<file path="config.mk">
export PLATFORM = sky130hd
export DESIGN_NAME = hbp_ctrl
export DESIGN_NICKNAME = d
export VERILOG_FILES = /design/src/rtl/core/hbp_pkg.sv /design/src/rtl/core/hbp_ctrl.sv
export SDC_FILE = /design/constraint.sdc
export NUM_CORES = 1
export LEC_CHECK = 0
export BUFFER_PORTS_ARGS = -buffer_cell sky130_fd_sc_hd__buf_4
export CORE_UTILIZATION = 31
export CTS_BUF_LIST = sky130_fd_sc_hd__clkbuf_8
export DETAILED_ROUTE_END_ITERATION = 8
export GPL_TIMING_DRIVEN = 0
export PLACE_DENSITY = 0.66
export SLEW_MARGIN = 0
export SYNTH_ARGS = -nofsm -noshare
export SYNTH_HDL_FRONTEND = slang
export SYNTH_SLANG_ARGS = --single-unit
</file>
<file path="constraint.sdc">
create_clock -name clk -period 2.59 [get_ports clk]
set_input_delay 0.259 -clock clk [delete_from_list [all_inputs] [get_ports clk]]
set_output_delay 0.259 -clock clk [all_outputs]
set_load 0.02 [all_outputs]
</file>
<file path="src/rtl/core/hbp_pkg.sv">
`timescale 1ns / 1ps
// ----------------------------------------------------------------------------
// hbp_pkg
// Shared types and constants for the huffman bit packer.
// ----------------------------------------------------------------------------
package hbp_pkg;

    // default sizes
    localparam int MAX_CODE_LEN_DEF = 16;
    localparam int SYMBOLS_DEF      = 256;

    // width of one stored code word
    localparam int CODE_BITS = 16;

    // bit position of the first bit in a byte
    localparam logic [2:0] TOP_BIT = 3'd7;

    // command codes
    localparam logic [1:0] CMD_LOAD   = 2'd0;
    localparam logic [1:0] CMD_ENCODE = 2'd1;
    localparam logic [1:0] CMD_FLUSH  = 2'd2;

    // input beat
    typedef struct packed {
        logic [1:0]  cmd;
        logic [7:0]  symbol;
        logic [15:0] code_word;
        logic [4:0]  code_length;
    } hbp_in_t;

    // output beat
    typedef struct packed {
        logic [7:0] out_byte;
        logic       last;
    } hbp_out_t;

    // controller to datapath
    typedef struct packed {
        logic mem_write;
        logic mem_read;
        logic pack;
        logic flush;
        logic out_sel;
    } hbp_ctrl_t;

    // datapath to controller
    typedef struct packed {
        logic       sym_in_range;
        logic       pending_valid;
        logic [1:0] byte_count;
    } hbp_status_t;

endpackage

</file>
<file path="src/rtl/core/hbp_ctrl.sv">
`timescale 1ns / 1ps
// ----------------------------------------------------------------------------
// hbp_ctrl
// Sequencer for the huffman bit packer: accept, lookup, pack, emit bytes.
// ----------------------------------------------------------------------------
module hbp_ctrl (
    input  logic                 clk,
    input  logic                 rst_n,
    input  logic                 in_valid,
    output logic                 in_ready,
    input  logic [1:0]           in_cmd,
    output logic                 out_valid,
    input  logic                 out_ready,
    output logic                 out_last,
    input  hbp_pkg::hbp_status_t status,
    output hbp_pkg::hbp_ctrl_t   ctrl
);
    import hbp_pkg::*;

    typedef enum logic [1:0] {
        ST_IDLE,
        ST_LOOK,
        ST_SEND0,
        ST_SEND1
    } state_t;

    state_t     state_reg, state_next;
    logic [1:0] count_reg, count_next;
    logic       out_valid_reg, out_valid_next;
    logic       last_reg, last_next;
    logic       sel_reg, sel_next;

    assign in_ready     = (state_reg == ST_IDLE);
    assign out_valid    = out_valid_reg;
    assign out_last     = last_reg;

    // next state and commands
    always_comb
    begin
        state_next     = state_reg;
        count_next     = count_reg;
        out_valid_next = out_valid_reg;
        last_next      = last_reg;
        sel_next       = sel_reg;
        ctrl.mem_write = 1'b0;
        ctrl.mem_read  = 1'b0;
        ctrl.pack      = 1'b0;
        ctrl.flush     = 1'b0;
        ctrl.out_sel   = sel_reg;
        case (state_reg)
            ST_IDLE:
            begin
                if (in_valid)
                begin
                    case (in_cmd)
                        CMD_LOAD:
                        begin
                            ctrl.mem_write = status.sym_in_range;
                        end
                        CMD_ENCODE:
                        begin
                            if (status.sym_in_range)
                            begin
                                ctrl.mem_read = 1'b1;
                                state_next    = ST_LOOK;
                            end
                        end
                        CMD_FLUSH:
                        begin
                            if (status.pending_valid)
                            begin
                                ctrl.flush     = 1'b1;
                                count_next     = 2'd1;
                                out_valid_next = 1'b1;
                                last_next      = 1'b1;
                                sel_next       = 1'b0;
                                state_next     = ST_SEND0;
                            end
                        end
                        default:
                        begin
                        end
                    endcase
                end
            end
            ST_LOOK:
            begin
                ctrl.pack  = 1'b1;
                count_next = status.byte_count;
                sel_next   = 1'b0;
                if (status.byte_count == 2'd0)
                begin
                    state_next = ST_IDLE;
                end
                else
                begin
                    out_valid_next = 1'b1;
                    last_next      = (status.byte_count == 2'd1);
                    state_next     = ST_SEND0;
                end
            end
            ST_SEND0:
            begin
                if (out_ready)
                begin
                    if (count_reg == 2'd2)
                    begin
                        sel_next   = 1'b1;
                        last_next  = 1'b1;
                        state_next = ST_SEND1;
                    end
                    else
                    begin
                        out_valid_next = 1'b0;
                        state_next     = ST_IDLE;
                    end
                end
            end
            ST_SEND1:
            begin
                if (out_ready)
                begin
                    out_valid_next = 1'b0;
                    state_next     = ST_IDLE;
                end
            end
            default:
            begin
                state_next     = ST_IDLE;
                out_valid_next = 1'b0;
            end
        endcase
    end

    // state and registered outputs
    always_ff @(posedge clk or negedge rst_n)
    begin
        if (!rst_n)
        begin
            state_reg     <= ST_IDLE;
            count_reg     <= 2'd0;
            out_valid_reg <= 1'b0;
            last_reg      <= 1'b0;
            sel_reg       <= 1'b0;
        end
        else
        begin
            state_reg     <= state_next;
            count_reg     <= count_next;
            out_valid_reg <= out_valid_next;
            last_reg      <= last_next;
            sel_reg       <= sel_next;
        end
    end

endmodule

</file>
==> flow_summary.html, run 1 <==
<table>
<tr><th>Metric</th><th>Value</th></tr>
<tr><th colspan="2">Status</th></tr>
<tr><td>Outcome</td><td>finished, final reports clean</td></tr>
<tr><th colspan="2">Power</th></tr>
<tr><td>Part of the total power dissipated in combinational logic</td><td>0.543</td></tr>
<tr><td>Sequential cell fraction of total power</td><td>0.251</td></tr>
<tr><td>Leakage dissipation</td><td>0.314 nW</td></tr>
<tr><td>Power density over cell area</td><td>1070 nW/um^2</td></tr>
<tr><td>Switching power summed over all nets</td><td>0.276 mW</td></tr>
<tr><td>Cell Int Power</td><td>0.444 mW</td></tr>
<tr><td>Proportion of power drawn by the clock network</td><td>0.206</td></tr>
<tr><td>Peak supply drop</td><td>0.467 mV</td></tr>
<tr><td>Switch share</td><td>0.383</td></tr>
<tr><th colspan="2">Timing</th></tr>
<tr><td>Count of final max-slew check failures</td><td>0</td></tr>
<tr><td>Period utilisation layout</td><td>0.655</td></tr>
<tr><td>Setup TNS</td><td>0 ps</td></tr>
<tr><td>Final Hold Viols</td><td>0</td></tr>
<tr><td>Final period demand of the worst path</td><td>1700 ps</td></tr>
<tr><td>Clock Skew</td><td>around 0.88 ps</td></tr>
<tr><td>Transition time at the pin with the least slew margin</td><td>slightly below 300 ps</td></tr>
<tr><td>Setup repair after global routing missed its margin</td><td>false</td></tr>
<tr><td>Setup ws final</td><td>895 ps</td></tr>
<tr><td>Max-slew headroom</td><td>0.802</td></tr>
<tr><td>Final setup violating endpoints</td><td>0</td></tr>
<tr><td>Max Clock Freq</td><td>approximately 0.59 GHz</td></tr>
<tr><th colspan="2">Synth</th></tr>
<tr><td>Register area share after synthesis</td><td>0.374</td></tr>
<tr><td>Synth top cells by count</td><td>sky130_fd_sc_hd__dfrtp_1 (7), sky130_fd_sc_hd__nor2_1 (7), sky130_fd_sc_hd__inv_1 (4), sky130_fd_sc_hd__nand2_1 (4)</td></tr>
<tr><td>Ys Warns</td><td>0</td></tr>
<tr><td>Mean post-synth cell area</td><td>9.18 sq um</td></tr>
<tr><td>Net Count, Synth</td><td>between 60 and 70</td></tr>
<tr><td>Dominant synthesized flop cell</td><td>sky130_fd_sc_hd__dfrtp_1</td></tr>
<tr><td>Area share of the leading cell type in the synthesized netlist</td><td>0.374</td></tr>
<tr><td>Post-Synthesis Cell Area</td><td>468 sq um</td></tr>
<tr><td>Number of enable flip-flop cells after synthesis</td><td>0</td></tr>
<tr><td>Share of flip-flops with an asynchronous set or reset</td><td>1.00</td></tr>
<tr><td>Flip-flop and latch count after synthesis</td><td>7</td></tr>
<tr><td>Cells after synthesis</td><td>51</td></tr>
<tr><td>Largest area contributor in the synthesized netlist</td><td>sky130_fd_sc_hd__dfrtp_1</td></tr>
<tr><td>Number of library cell types mapped by synthesis</td><td>24</td></tr>
<tr><td>Leading post-synthesis cells by cell area</td><td>sky130_fd_sc_hd__dfrtp_1 (37%), sky130_fd_sc_hd__nor2_1 (5.6%), sky130_fd_sc_hd__buf_6 (4.8%), sky130_fd_sc_hd__nor2b_1 (4.0%), sky130_fd_sc_hd__a21oi_2 (3.7%)</td></tr>
<tr><th colspan="2">Setup path</th></tr>
<tr><td>Crit. Startpoint</td><td>state_reg[1]</td></tr>
<tr><td>Reg2reg end</td><td>out_valid</td></tr>
<tr><td>Critical-path cell list</td><td>buf_6 -&gt; nor2_2 -&gt; nand2_1 -&gt; nor3b_1 -&gt; buf_4</td></tr>
<tr><td>Critical Path Sink</td><td>ctrl[3]</td></tr>
<tr><td>Slack of the worst reg-to-reg path</td><td>1190 ps</td></tr>
<tr><td>Critical Path Slowest Stage Cell</td><td>sky130_fd_sc_hd__dfrtp_1</td></tr>
<tr><td>Required time reported for the critical path endpoint</td><td>2330 ps</td></tr>
<tr><td>Setup Crit Path Kind</td><td>flip-flop to output pin</td></tr>
<tr><td>Crit Path Max Fanout</td><td>10</td></tr>
<tr><td>Delay of the slowest cell on the worst path</td><td>370 ps</td></tr>
<tr><td>Launch instance of the worst register-to-register path</td><td>state_reg[1]</td></tr>
<tr><td>Number of cells traversed by the worst register-to-register path</td><td>5</td></tr>
<tr><td>CP startpoint kind</td><td>flip-flop</td></tr>
<tr><td>Data arrival time of the worst path</td><td>between 1000 and 1500 ps</td></tr>
<tr><td>Element type at the critical path end</td><td>output pin</td></tr>
<tr><th colspan="2">Finish</th></tr>
<tr><td>Number of nets at the end of the flow</td><td>84</td></tr>
<tr><td>Flip-flop and latch area</td><td>175 sq um</td></tr>
<tr><td>Layout cells sized above 1</td><td>0.425</td></tr>
<tr><td>Layout fillers</td><td>128</td></tr>
<tr><td>Signed area change from the synthesized netlist to the final layout</td><td>43.0%</td></tr>
<tr><td>Antenna fix cells</td><td>0</td></tr>
<tr><td>Area of the multi-input gates</td><td>248 sq um</td></tr>
<tr><th colspan="2">Clock network</th></tr>
<tr><td>Max clock buf depth</td><td>2</td></tr>
<tr><td>Number of buffers created by CTS</td><td>3</td></tr>
<tr><td>CTS Root Buffer Type</td><td>sky130_fd_sc_hd__clkbuf_8</td></tr>
<tr><td>CTS sink count</td><td>7</td></tr>
<tr><td>Number of gates given a new drive strength after cts</td><td>0</td></tr>
<tr><td>TritonCTS clock tree</td><td>done</td></tr>
<tr><td>Level count of the clock H-tree</td><td>1</td></tr>
<tr><td>Clk pin slew, worst setup/hold paths</td><td>40 ps</td></tr>
<tr><td>Clock insertion delay at the later pin of the skew report</td><td>around 220 ps</td></tr>
<tr><th colspan="2">Routing</th></tr>
<tr><td>Drt pass-1 iters</td><td>4</td></tr>
<tr><td>Remaining antenna violation count after routing</td><td>0</td></tr>
<tr><td>1st-iter DRT viols</td><td>5</td></tr>
<tr><td>Routed wirelength normalized by instance count</td><td>11.2 microns</td></tr>
<tr><td>Number of vias per cell after detailed routing</td><td>4.93</td></tr>
<tr><td>Sum of routed wire length over all layers</td><td>986 microns</td></tr>
<tr><td>DRC violation count after routing</td><td>0</td></tr>
<tr><td>Total vias in the final route</td><td>434</td></tr>
<tr><th colspan="2">Placed design</th></tr>
<tr><td>Placer's final routability congestion estimate</td><td>0.765</td></tr>
<tr><td>Worst Setup Slack post-DPL</td><td>between 1000 and 1500 ps</td></tr>
<tr><td>Final HPWL from detailed placement</td><td>roughly 770 microns</td></tr>
<tr><td>Buffers on Ports</td><td>17</td></tr>
<tr><th colspan="2">Global routing</th></tr>
<tr><td>Layer carrying the most global-route usage</td><td>met2</td></tr>
<tr><td>Met2 demand-to-capacity share in global routing</td><td>0.238</td></tr>
<tr><td>GRT Overall Usage</td><td>0.147</td></tr>
<tr><td>Global Route met1 Usage</td><td>0.180</td></tr>
<tr><td>Number of antenna violations at the first check in global routing</td><td>0</td></tr>
<tr><td>Wire length of the first global-routing pass</td><td>1580 microns</td></tr>
<tr><td>M3 GR Usage</td><td>0.0815</td></tr>
<tr><td>Number of global-route vias before repair</td><td>373</td></tr>
<tr><td>Pin count of the biggest net entering global routing</td><td>11</td></tr>
<tr><td>Global route total overflow</td><td>0</td></tr>
<tr><th colspan="2">Floorplanning</th></tr>
<tr><td>IO Count</td><td>18</td></tr>
<tr><td>Die area</td><td>approximately 1700 sq um</td></tr>
<tr><td>Placeable core area</td><td>1350 sq um</td></tr>
<tr><td>Number of rows in the core area</td><td>13</td></tr>
<tr><td>Initial Util</td><td>0.347</td></tr>
<tr><td>Die width</td><td>40.9 microns</td></tr>
<tr><td>Vertical die dimension</td><td>40.9 microns</td></tr>
<tr><th colspan="2">Worst hold path</th></tr>
<tr><td>Worst min-delay path class</td><td>input port to flip-flop</td></tr>
<tr><td>Beginning of the worst hold path</td><td>out_ready</td></tr>
<tr><th colspan="2">Flow run</th></tr>
<tr><td>Maximum capacitance violations</td><td>0</td></tr>
</table>
==> repair_timing <==
item / CTS / global route
setup buffers: 0 / 0
hold endpoints to repair: 7 / 0
hold buffers: 1 / 0
==> kinds of logic (layout without fill, tap and decap cells) <==
kind of cell | Yosys count | after routing | share of synthesized area
and+or+nand+nor | 23 | 23 | 0.281
AOI/OAI and AO/OA | 13 | 13 | 0.217
DFF | 7 | 7 | 0.374
buffers and inverters | 7 | 29 | 0.0962
muxes | 1 | 1 | 0.0321
==> power by group through the flow <==
stage / clock network (mW) / logic (mW) / registers [mW]
after global routing: 0.158 / 0.430 / 0.188
after detailed placement: 0 / 0.391 / 0.182
final: 0.148 / 0.390 / 0.181
after global placement: 0 / 0.387 / 0.181
after CTS: 0.150 / 0.395 / 0.181
after floorplan: 0 / 0.268 / 0.195
==> critical path: cells and delay by family, from the launching register on <==
kind / cells / cell delay [ps]
flip-flops: 1 / 370
AND/OR/NAND/NOR: 3 / 520
buffers and inverters: 2 / 310
==> through the flow <==
| step | power, mW | cell area (sq um) | utilization | instances | hold slack, ps |
|---|---|---|---|---|---|
| after floorplan | 0.463 | 468 | - | 51 | -36.6 |
| after global placement | 0.568 | 614 | 0.455 | 83 | 75.9 |
| after detailed placement | 0.573 | 614 | 0.455 | 83 | 77.7 |
| after CTS | 0.725 | 669 | 0.496 | 88 | 251 |
| after global routing | 0.776 | 669 | 0.496 | 88 | 251 |
| final | 0.719 | 669 | 0.496 | 88 | 248 |
==> how the worst min path moves through the flow <==
stage | to | cells past startpoint
2_1_floorplan | count_reg[0] | 0
3_3_place_gp | state_reg[1] | 1
3_5_place_dp | state_reg[1] | 1
4_1_cts | state_reg[1] | 2
5_1_grt | state_reg[1] | 2
6_report | state_reg[1] | 2
==> routing by layer <==
metal  wire (microns)  vias up  share of wire
li1                 -      221              -
met1              458      202           0.46
met2              485       11           0.49
met3               42        0          0.043
met4                0        0              0
met5                0        -              0
==> placed cells by master, fill, tap and decap left out, drive strengths merged <==
cell         instances
a41oi                1
nor3b                2
nor2                 8
a2bb2oi              1
a21oi                4
nand2                4
or3b                 1
nor2b                3
nand3                1
clkbuf               3
and4bb               1
mux2                 1
nand3b               2
buf                 20
a311oi               1
a31oi                1
o21ai                4
inv                  5
nor3                 1
dfrtp                7
a21boi               1
dlygate4sd3          1
==> final cells by class <==
type	instances	share of cell area
Clock buffer	3	0.0617
Clock inverter	1	0.00561
Inverter	4	0.0224
Sequential cell	7	0.262
Tap cell	15	0.0280
Buffer	3	0.0449
Timing Repair Buffer	18	0.206
Multi-Input combinational cell	37	0.370
No activity file was read; power rests on OpenSTA's default activity.
==> run 2, diff against run 1 <==
==> constraint.sdc (replaced) <==
create_clock -name clk -period 1.6 [get_ports clk]
set_input_delay 0.16 -clock clk [delete_from_list [all_inputs] [get_ports clk]]
set_output_delay 0.16 -clock clk [all_outputs]
set_load 0.02 [all_outputs]
==> run 2 against run 1 <==
Effect of this change:
- critical path depth did not move
- critical endpoint unchanged
- critical path type unchanged
- sequential share of layout area decreased by 0.57 points
- worst setup slack lost 810 ps
- largest cell class unchanged
==> flow_summary.html, run 2 (synthesis gave the netlist of run 1 again) <==
<table>
<tr><th>Metric</th><th>Value</th></tr>
<tr><th colspan="2">Status</th></tr>
<tr><td>Outcome</td><td>finished, final reports clean</td></tr>
<tr><th colspan="2">Power</th></tr>
<tr><td>Cell Int Power</td><td>0.725 mW</td></tr>
<tr><td>Total power draw</td><td>1.18 mW</td></tr>
<tr><td>Peak supply drop</td><td>between 0.7 and 0.8 mV</td></tr>
<tr><td>Switching power summed over all nets</td><td>0.458 mW</td></tr>
<tr><td>Proportion of power drawn by the clock network</td><td>0.203</td></tr>
<tr><td>Part of the total power dissipated in combinational logic</td><td>0.550</td></tr>
<tr><td>Sequential cell fraction of total power</td><td>0.247</td></tr>
<tr><td>Leakage dissipation</td><td>approximately 0.32 nW</td></tr>
<tr><td>Switch share</td><td>0.387</td></tr>
<tr><td>Power density over cell area</td><td>1730 nW/um^2</td></tr>
<tr><th colspan="2">Routing</th></tr>
<tr><td>Sum of routed wire length over all layers</td><td>~990 microns</td></tr>
<tr><td>Remaining antenna violation count after routing</td><td>0</td></tr>
<tr><td>1st-iter DRT viols</td><td>5</td></tr>
<tr><td>Total vias in the final route</td><td>approximately 430</td></tr>
<tr><td>Routed wirelength normalized by instance count</td><td>11.3 microns</td></tr>
<tr><td>DRC violation count after routing</td><td>0</td></tr>
<tr><td>Number of vias per cell after detailed routing</td><td>4.90</td></tr>
<tr><td>Drt pass-1 iters</td><td>4</td></tr>
<tr><th colspan="2">Flow run</th></tr>
<tr><td>Maximum capacitance violations</td><td>0</td></tr>
<tr><th colspan="2">Placed design</th></tr>
<tr><td>Buffers on Ports</td><td>17</td></tr>
<tr><td>Placer's final routability congestion estimate</td><td>0.765</td></tr>
<tr><td>Final HPWL from detailed placement</td><td>slightly below 800 microns</td></tr>
<tr><td>Placed cell area</td><td>614 sq um</td></tr>
<tr><th colspan="2">Timing</th></tr>
<tr><td>Final period demand of the worst path</td><td>around 1500 ps</td></tr>
<tr><td>Transition time at the pin with the least slew margin</td><td>292 ps</td></tr>
<tr><td>Clock Skew</td><td>0.876 ps</td></tr>
<tr><td>Max-slew headroom</td><td>0.802</td></tr>
<tr><td>Setup TNS</td><td>0 ps</td></tr>
<tr><td>Final setup violating endpoints</td><td>0</td></tr>
<tr><td>Period utilisation layout</td><td>0.949</td></tr>
<tr><td>Final worst hold slack</td><td>149 ps</td></tr>
<tr><td>Max Clock Freq</td><td>0.659 GHz</td></tr>
<tr><td>Final Hold Viols</td><td>0</td></tr>
<tr><td>Count of final max-slew check failures</td><td>0</td></tr>
<tr><th colspan="2">Global routing</th></tr>
<tr><td>Number of antenna violations at the first check in global routing</td><td>0</td></tr>
<tr><td>Pin count of the biggest net entering global routing</td><td>11</td></tr>
<tr><td>Number of global-route vias before repair</td><td>between 300 and 400</td></tr>
<tr><td>GRT Overall Usage</td><td>0.148</td></tr>
<tr><td>Global route total overflow</td><td>0</td></tr>
<tr><td>Wire length of the first global-routing pass</td><td>1590 microns</td></tr>
<tr><th colspan="2">Clock network</th></tr>
<tr><td>Level count of the clock H-tree</td><td>1</td></tr>
<tr><td>Clock insertion delay at the later pin of the skew report</td><td>220 ps</td></tr>
<tr><td>Max clock buf depth</td><td>2</td></tr>
<tr><td>CTS Root Buffer Type</td><td>sky130_fd_sc_hd__clkbuf_8</td></tr>
<tr><td>Clk pin slew, worst setup/hold paths</td><td>approximately 40 ps</td></tr>
<tr><td>TritonCTS clock tree</td><td>done</td></tr>
<tr><td>Number of setup buffers added after CTS</td><td>0</td></tr>
<tr><td>Number of buffers created by CTS</td><td>3</td></tr>
<tr><td>CTS sink count</td><td>7</td></tr>
<tr><th colspan="2">Setup path</th></tr>
<tr><td>Critical Path Sink</td><td>ctrl[3]</td></tr>
<tr><td>Number of cells traversed by the worst register-to-register path</td><td>5</td></tr>
<tr><td>Crit. Startpoint</td><td>state_reg[1]</td></tr>
<tr><td>Reg2reg end</td><td>out_valid</td></tr>
<tr><td>Slack of the worst reg-to-reg path</td><td>190 ps</td></tr>
<tr><td>Required time reported for the critical path endpoint</td><td>1440 ps</td></tr>
<tr><td>Setup Crit Path Kind</td><td>flip-flop to output pin</td></tr>
<tr><td>Crit Path Max Fanout</td><td>10</td></tr>
<tr><td>Critical-path cell list</td><td>buf_6 -&gt; nor2_4 -&gt; nand2_1 -&gt; nor3b_2 -&gt; buf_4</td></tr>
<tr><td>CP startpoint kind</td><td>flip-flop</td></tr>
<tr><td>Element type at the critical path end</td><td>output pin</td></tr>
<tr><td>Delay of the slowest cell on the worst path</td><td>~370 ps</td></tr>
<tr><td>Data arrival time of the worst path</td><td>1360 ps</td></tr>
<tr><td>Launch instance of the worst register-to-register path</td><td>state_reg[1]</td></tr>
<tr><td>Critical Path Slowest Stage Cell</td><td>sky130_fd_sc_hd__dfrtp_1</td></tr>
<tr><th colspan="2">Floorplanning</th></tr>
<tr><td>Placeable core area</td><td>between 1000 and 1500 sq um</td></tr>
<tr><td>Initial Util</td><td>0.347</td></tr>
<tr><td>Number of rows in the core area</td><td>13</td></tr>
<tr><td>IO Count</td><td>18</td></tr>
<tr><td>Die width</td><td>slightly above 40 microns</td></tr>
<tr><td>Die area</td><td>1670 sq um</td></tr>
<tr><td>Vertical die dimension</td><td>40.9 microns</td></tr>
<tr><th colspan="2">Finish</th></tr>
<tr><td>Signed area change from the synthesized netlist to the final layout</td><td>46.3%</td></tr>
<tr><td>Final design utilization</td><td>0.507</td></tr>
<tr><td>Post-route standard cell area excluding fillers</td><td>684 sq um</td></tr>
<tr><td>Number of nets at the end of the flow</td><td>84</td></tr>
<tr><td>Antenna fix cells</td><td>0</td></tr>
<tr><td>Layout cells sized above 1</td><td>0.452</td></tr>
<tr><td>Most frequent standard cell in the layout excluding fill and tap cells</td><td>sky130_fd_sc_hd__buf_4</td></tr>
<tr><td>Top library cells by usage in the layout, fill and taps aside</td><td>sky130_fd_sc_hd__buf_4 (18), sky130_fd_sc_hd__nor2_1 (7), sky130_fd_sc_hd__dfrtp_1 (7)</td></tr>
<tr><th colspan="2">Worst hold path</th></tr>
<tr><td>Worst min-delay path class</td><td>input port to flip-flop</td></tr>
</table>
## run 2: cell count changes in the layout (fill, tap and decap cells not counted)
cell / change
sky130_fd_sc_hd__nor3b_1: -2
sky130_fd_sc_hd__nor3b_2: +2
sky130_fd_sc_hd__nor2_2: -1
sky130_fd_sc_hd__nor2_4: +1
## run 2: per-layer routing
metal | track usage | up-vias | wire length, microns
li1 | - | 219 | -
met1 | 0.184 | 201 | 461
met2 | 0.238 | 11 | 490
met3 | 0.0815 | 0 | 42
met4 | 0 | 0 | 0
met5 | 0 | - | 0
## run 2: metrics by stage
step	instances	setup slack [ps]
after global placement	83	232
after detailed placement	83	202
after global routing	88	-6.65
after floorplan	51	-27.1
final	88	81.8
after CTS	88	50.8
## run 2: critical path, delay by kind of cell, from the launching register on
kind / cells / cell delay, ps
simple gates: 3 / 450
buf+inv: 2 / 300
flops: 1 / 370
## run 2: repair_timing
action                                  4_1_cts  5_1_grt
endpoints found under the setup margin        1        2
hold buffers                                  1        0
gates resized for setup                       1        2
pin swaps                                     0        0
endpoints found under the hold margin         7        0
## run 2: power by group through the flow
stage	Sequential (mW)	Clock (mW)	Combinational, mW
after floorplan	0.315	0	0.434
after global placement	0.293	0	0.627
after detailed placement	0.295	0	0.632
after CTS	0.293	0.242	0.653
after global routing	0.304	0.256	0.718
final	0.292	0.240	0.651
## run 2: cell type report
cell class,count,area [sq um]
Timing Repair Buffer,18,138
Multi-Input combinational cell,37,263
Tap cell,15,18.8
Sequential cell,7,175
Clock buffer,3,41.3
Buffer,3,30.0
Inverter,4,15.0
Fill cell,124,666
Clock inverter,1,3.75
## run 2: worst min-delay path by stage
| stage | start | end | slack, ps | depth (start not counted) |
|---|---|---|---|---|
| floorplan | rst_n | count_reg[0] | -140 | 0 |
| global placement | rst_n | state_reg[1] | -20 | 1 |
| detailed placement | rst_n | state_reg[1] | -20 | 1 |
| CTS | out_ready | state_reg[1] | 150 | 2 |
| global route | out_ready | state_reg[1] | 150 | 2 |
| finish | out_ready | state_reg[1] | 150 | 2 |
==> run 3, diff against run 2 <==
--- a/config.mk
+++ b/config.mk
@@ -5,12 +5,13 @@
 export SDC_FILE = /design/constraint.sdc
 export NUM_CORES = 1
 export LEC_CHECK = 0
+export ABC_AREA = 1
 export BUFFER_PORTS_ARGS = -buffer_cell sky130_fd_sc_hd__buf_4
 export CORE_UTILIZATION = 31
 export CTS_BUF_LIST = sky130_fd_sc_hd__clkbuf_8
 export DETAILED_ROUTE_END_ITERATION = 8
 export GPL_TIMING_DRIVEN = 0
-export PLACE_DENSITY = 0.66
+export PLACE_DENSITY = 0.65
 export SLEW_MARGIN = 0
 export SYNTH_ARGS = -nofsm -noshare
 export SYNTH_HDL_FRONTEND = slang
==> run 3 against run 2 <==
Effect of this change:
- design area is 7.3% higher
- clock power about the same
- power grew 15%
- utilization shrank 3.6 points
- first-iteration DRC count increased to 5.0 times the previous value
- critical endpoint is now ctrl[1]
==> flow_summary.html, run 3 <==
<table>
<tr><th>Metric</th><th>Value</th></tr>
<tr><th colspan="2">Status</th></tr>
<tr><td>Outcome</td><td>finished, final reports clean</td></tr>
<tr><th colspan="2">Setup path</th></tr>
<tr><td>Data arrival time of the worst path</td><td>1320 ps</td></tr>
<tr><td>Crit Path Max Fanout</td><td>8</td></tr>
<tr><td>Element type at the critical path end</td><td>output pin</td></tr>
<tr><td>CP startpoint kind</td><td>flip-flop</td></tr>
<tr><td>Required time reported for the critical path endpoint</td><td>1440 ps</td></tr>
<tr><td>Setup Crit Path Kind</td><td>flip-flop to output pin</td></tr>
<tr><th colspan="2">Floorplanning</th></tr>
<tr><td>Die area</td><td>1880 sq um</td></tr>
<tr><td>Die width</td><td>43.4 microns</td></tr>
<tr><td>IO Count</td><td>18</td></tr>
<tr><td>Placeable core area</td><td>approximately 1600 sq um</td></tr>
<tr><td>Number of rows in the core area</td><td>14</td></tr>
<tr><td>Vertical die dimension</td><td>43.4 microns</td></tr>
<tr><td>Initial Util</td><td>0.341</td></tr>
<tr><th colspan="2">Finish</th></tr>
<tr><td>Most frequent standard cell in the layout excluding fill and tap cells</td><td>sky130_fd_sc_hd__nand2_1</td></tr>
<tr><td>Layout cells sized above 1</td><td>0.275</td></tr>
<tr><td>Top library cells by usage in the layout, fill and taps aside</td><td>sky130_fd_sc_hd__nand2_1 (37), sky130_fd_sc_hd__buf_4 (18), sky130_fd_sc_hd__inv_1 (11)</td></tr>
<tr><td>Antenna fix cells</td><td>0</td></tr>
<tr><td>Post-route standard cell area excluding fillers</td><td>734 sq um</td></tr>
<tr><td>Signed area change from the synthesized netlist to the final layout</td><td>38.1%</td></tr>
<tr><td>Number of nets at the end of the flow</td><td>120</td></tr>
<tr><th colspan="2">Power</th></tr>
<tr><td>Part of the total power dissipated in combinational logic</td><td>0.586</td></tr>
<tr><td>Peak supply drop</td><td>0.850 mV</td></tr>
<tr><td>Proportion of power drawn by the clock network</td><td>0.177</td></tr>
<tr><td>Leakage dissipation</td><td>0.438 nW</td></tr>
<tr><td>Power density over cell area</td><td>1850 nW/um^2</td></tr>
<tr><td>Switching power summed over all nets</td><td>0.616 mW</td></tr>
<tr><td>Cell Int Power</td><td>0.739 mW</td></tr>
<tr><td>Switch share</td><td>0.454</td></tr>
<tr><td>Sequential cell fraction of total power</td><td>0.237</td></tr>
<tr><th colspan="2">Timing</th></tr>
<tr><td>Period utilisation layout</td><td>0.922</td></tr>
<tr><td>Count of final max-slew check failures</td><td>0</td></tr>
<tr><td>Transition time at the pin with the least slew margin</td><td>around 200 ps</td></tr>
<tr><td>Max-slew headroom</td><td>0.865</td></tr>
<tr><td>Max Clock Freq</td><td>0.678 GHz</td></tr>
<tr><td>Setup repair after global routing missed its margin</td><td>false</td></tr>
<tr><td>Final setup violating endpoints</td><td>0</td></tr>
<tr><td>Final period demand of the worst path</td><td>between 1000 and 1500 ps</td></tr>
<tr><td>Final Hold Viols</td><td>0</td></tr>
<tr><td>Clock Skew</td><td>2.89 ps</td></tr>
<tr><td>Setup TNS</td><td>0 ps</td></tr>
<tr><td>Final worst hold slack</td><td>between 150 and 200 ps</td></tr>
<tr><th colspan="2">Global routing</th></tr>
<tr><td>Number of antenna violations at the first check in global routing</td><td>0</td></tr>
<tr><td>Number of global-route vias before repair</td><td>476</td></tr>
<tr><td>Global route total overflow</td><td>0</td></tr>
<tr><td>GRT Overall Usage</td><td>0.142</td></tr>
<tr><td>Wire length of the first global-routing pass</td><td>1880 microns</td></tr>
<tr><td>Pin count of the biggest net entering global routing</td><td>9</td></tr>
<tr><th colspan="2">Routing</th></tr>
<tr><td>Drt pass-1 iters</td><td>4</td></tr>
<tr><td>Number of vias per cell after detailed routing</td><td>4.43</td></tr>
<tr><td>DRC violation count after routing</td><td>0</td></tr>
<tr><td>Sum of routed wire length over all layers</td><td>1120 microns</td></tr>
<tr><td>Total vias in the final route</td><td>554</td></tr>
<tr><td>1st-iter DRT viols</td><td>25</td></tr>
<tr><td>Routed wirelength normalized by instance count</td><td>roughly 9.0 microns</td></tr>
<tr><td>Remaining antenna violation count after routing</td><td>0</td></tr>
<tr><th colspan="2">Placed design</th></tr>
<tr><td>Buffers on Ports</td><td>17</td></tr>
<tr><td>Placed cell area</td><td>679 sq um</td></tr>
<tr><td>Placer's final routability congestion estimate</td><td>0.827</td></tr>
<tr><td>Final HPWL from detailed placement</td><td>between 900 and 1000 microns</td></tr>
<tr><th colspan="2">Synth</th></tr>
<tr><td>Ys Warns</td><td>0</td></tr>
<tr><td>Synth top cells by count</td><td>sky130_fd_sc_hd__nand2_1 (37), sky130_fd_sc_hd__inv_1 (10), sky130_fd_sc_hd__nand3_1 (10), sky130_fd_sc_hd__nor2_1 (10), sky130_fd_sc_hd__dfrtp_1 (7)</td></tr>
<tr><td>Post-Synthesis Cell Area</td><td>532 sq um</td></tr>
<tr><td>Number of enable flip-flop cells after synthesis</td><td>0</td></tr>
<tr><td>Mean post-synth cell area</td><td>6.11 sq um</td></tr>
<tr><td>Dominant synthesized flop cell</td><td>sky130_fd_sc_hd__dfrtp_1</td></tr>
<tr><td>Flip-flop and latch count after synthesis</td><td>7</td></tr>
<tr><td>Area share of the leading cell type in the synthesized netlist</td><td>0.329</td></tr>
<tr><td>Share of flip-flops with an asynchronous set or reset</td><td>1.00</td></tr>
<tr><td>Largest area contributor in the synthesized netlist</td><td>sky130_fd_sc_hd__dfrtp_1</td></tr>
<tr><td>Net Count, Synth</td><td>97</td></tr>
<tr><td>Leading post-synthesis cells by cell area</td><td>sky130_fd_sc_hd__dfrtp_1 (33%), sky130_fd_sc_hd__nand2_1 (26%), sky130_fd_sc_hd__nand3_1 (9.4%), sky130_fd_sc_hd__inv_1 (7.1%), sky130_fd_sc_hd__nor2_1 (7.1%)</td></tr>
<tr><td>Register area share after synthesis</td><td>0.329</td></tr>
<tr><td>Most used standard cell by instance count after synthesis</td><td>sky130_fd_sc_hd__nand2_1</td></tr>
<tr><td>Cells after synthesis</td><td>87</td></tr>
<tr><td>Number of library cell types mapped by synthesis</td><td>14</td></tr>
<tr><th colspan="2">Worst hold path</th></tr>
<tr><td>Worst min-delay path class</td><td>input port to flip-flop</td></tr>
<tr><th colspan="2">Clock network</th></tr>
<tr><td>Level count of the clock H-tree</td><td>1</td></tr>
<tr><td>Number of buffers created by CTS</td><td>3</td></tr>
<tr><td>Number of setup buffers added after CTS</td><td>0</td></tr>
<tr><td>Clk pin slew, worst setup/hold paths</td><td>40 ps</td></tr>
<tr><td>Max clock buf depth</td><td>2</td></tr>
<tr><td>TritonCTS clock tree</td><td>done</td></tr>
<tr><td>Number of gates given a new drive strength after cts</td><td>0</td></tr>
<tr><td>Post-CTS Hold Fix Bufs</td><td>1</td></tr>
<tr><td>Clock insertion delay at the later pin of the skew report</td><td>230 ps</td></tr>
<tr><td>CTS Root Buffer Type</td><td>sky130_fd_sc_hd__clkbuf_8</td></tr>
<tr><td>CTS sink count</td><td>7</td></tr>
<tr><th colspan="2">Flow run</th></tr>
<tr><td>Maximum capacitance violations</td><td>0</td></tr>
</table>
[run 3: cell types whose count changed in the layout (fill, tap and decap cells not counted), sizes merged, moves of 2 or more]
cell | previous run | this run
nor2b | 3 | 0
nor2 | 8 | 12
nand3 | 1 | 10
a21oi | 4 | 0
nor3b | 2 | 0
inv | 5 | 15
o21ai | 4 | 1
nand2 | 4 | 39
[run 3: critical path, stage by stage (launching register included)]
cell and delay [ps]:
sky130_fd_sc_hd__dfrtp_1 360, sky130_fd_sc_hd__buf_6 140, sky130_fd_sc_hd__nor2_4 200, sky130_fd_sc_hd__nand2_1 120
sky130_fd_sc_hd__nor2_1 120, sky130_fd_sc_hd__buf_4 140
[run 3: per-layer routing]
layer  part of all wire  track usage
met5                  0            0
met4                  0       0.0938
met3              0.044       0.0500
met2               0.48        0.203
met1               0.47        0.179
[run 3: power groups by stage]
stage                     sequential [mW]  combinational (mW)  clock [mW]
after floorplan                     0.347               0.555           0
after global routing                0.331               0.900       0.258
final                               0.321               0.795       0.240
after detailed placement            0.323               0.799           0
after CTS                           0.321               0.803       0.250
after global placement              0.322               0.791           0
[run 3: logic make-up after synthesis]
kind of cell / count (synthesis) / synth area share
flops: 7 / 0.329
simple gates: 63 / 0.527
buf+inv: 16 / 0.134
compound gates: 1 / 0.00940
[run 3: layout make-up]
type                    instances  area (sq um)
fillers                       161           825
multi-input cells              64           285
flip-flops and latches          7           175
repair buffers                 18           138
inverters                      14          52.6
clock buffers                   3          41.3
well taps                      16          20.0
plain buffers                   2          18.8
clock inverters                 1          3.75
[run 3: final timing paths]
kind                            cells after the start            to  slack (ps)    startpoint
worst max-delay path                                5       ctrl[1]         120  state_reg[1]
worst min-delay path                                3  count_reg[1]         170     status[1]
worst min register to register                      2     out_valid         470     out_valid
min in group asynchronous                           2     out_valid         280         rst_n
worst max register to register                      7  state_reg[0]         400  state_reg[1]
max in group asynchronous                           2  count_reg[1]        1190         rst_n
[run 3: per-stage QoR]
| step | power (mW) | cells | worst slack, ps | util |
|---|---|---|---|---|
| finish | 1.36 | 125 | 125 | 0.471 |
| detailed placement | 1.12 | 120 | 352 | 0.436 |
| global placement | 1.11 | 120 | 364 | 0.436 |
| floorplan | 0.902 | 87 | 251 | - |
| CTS | 1.37 | 125 | 103 | 0.471 |
| global route | 1.49 | 125 | 26.1 | 0.471 |
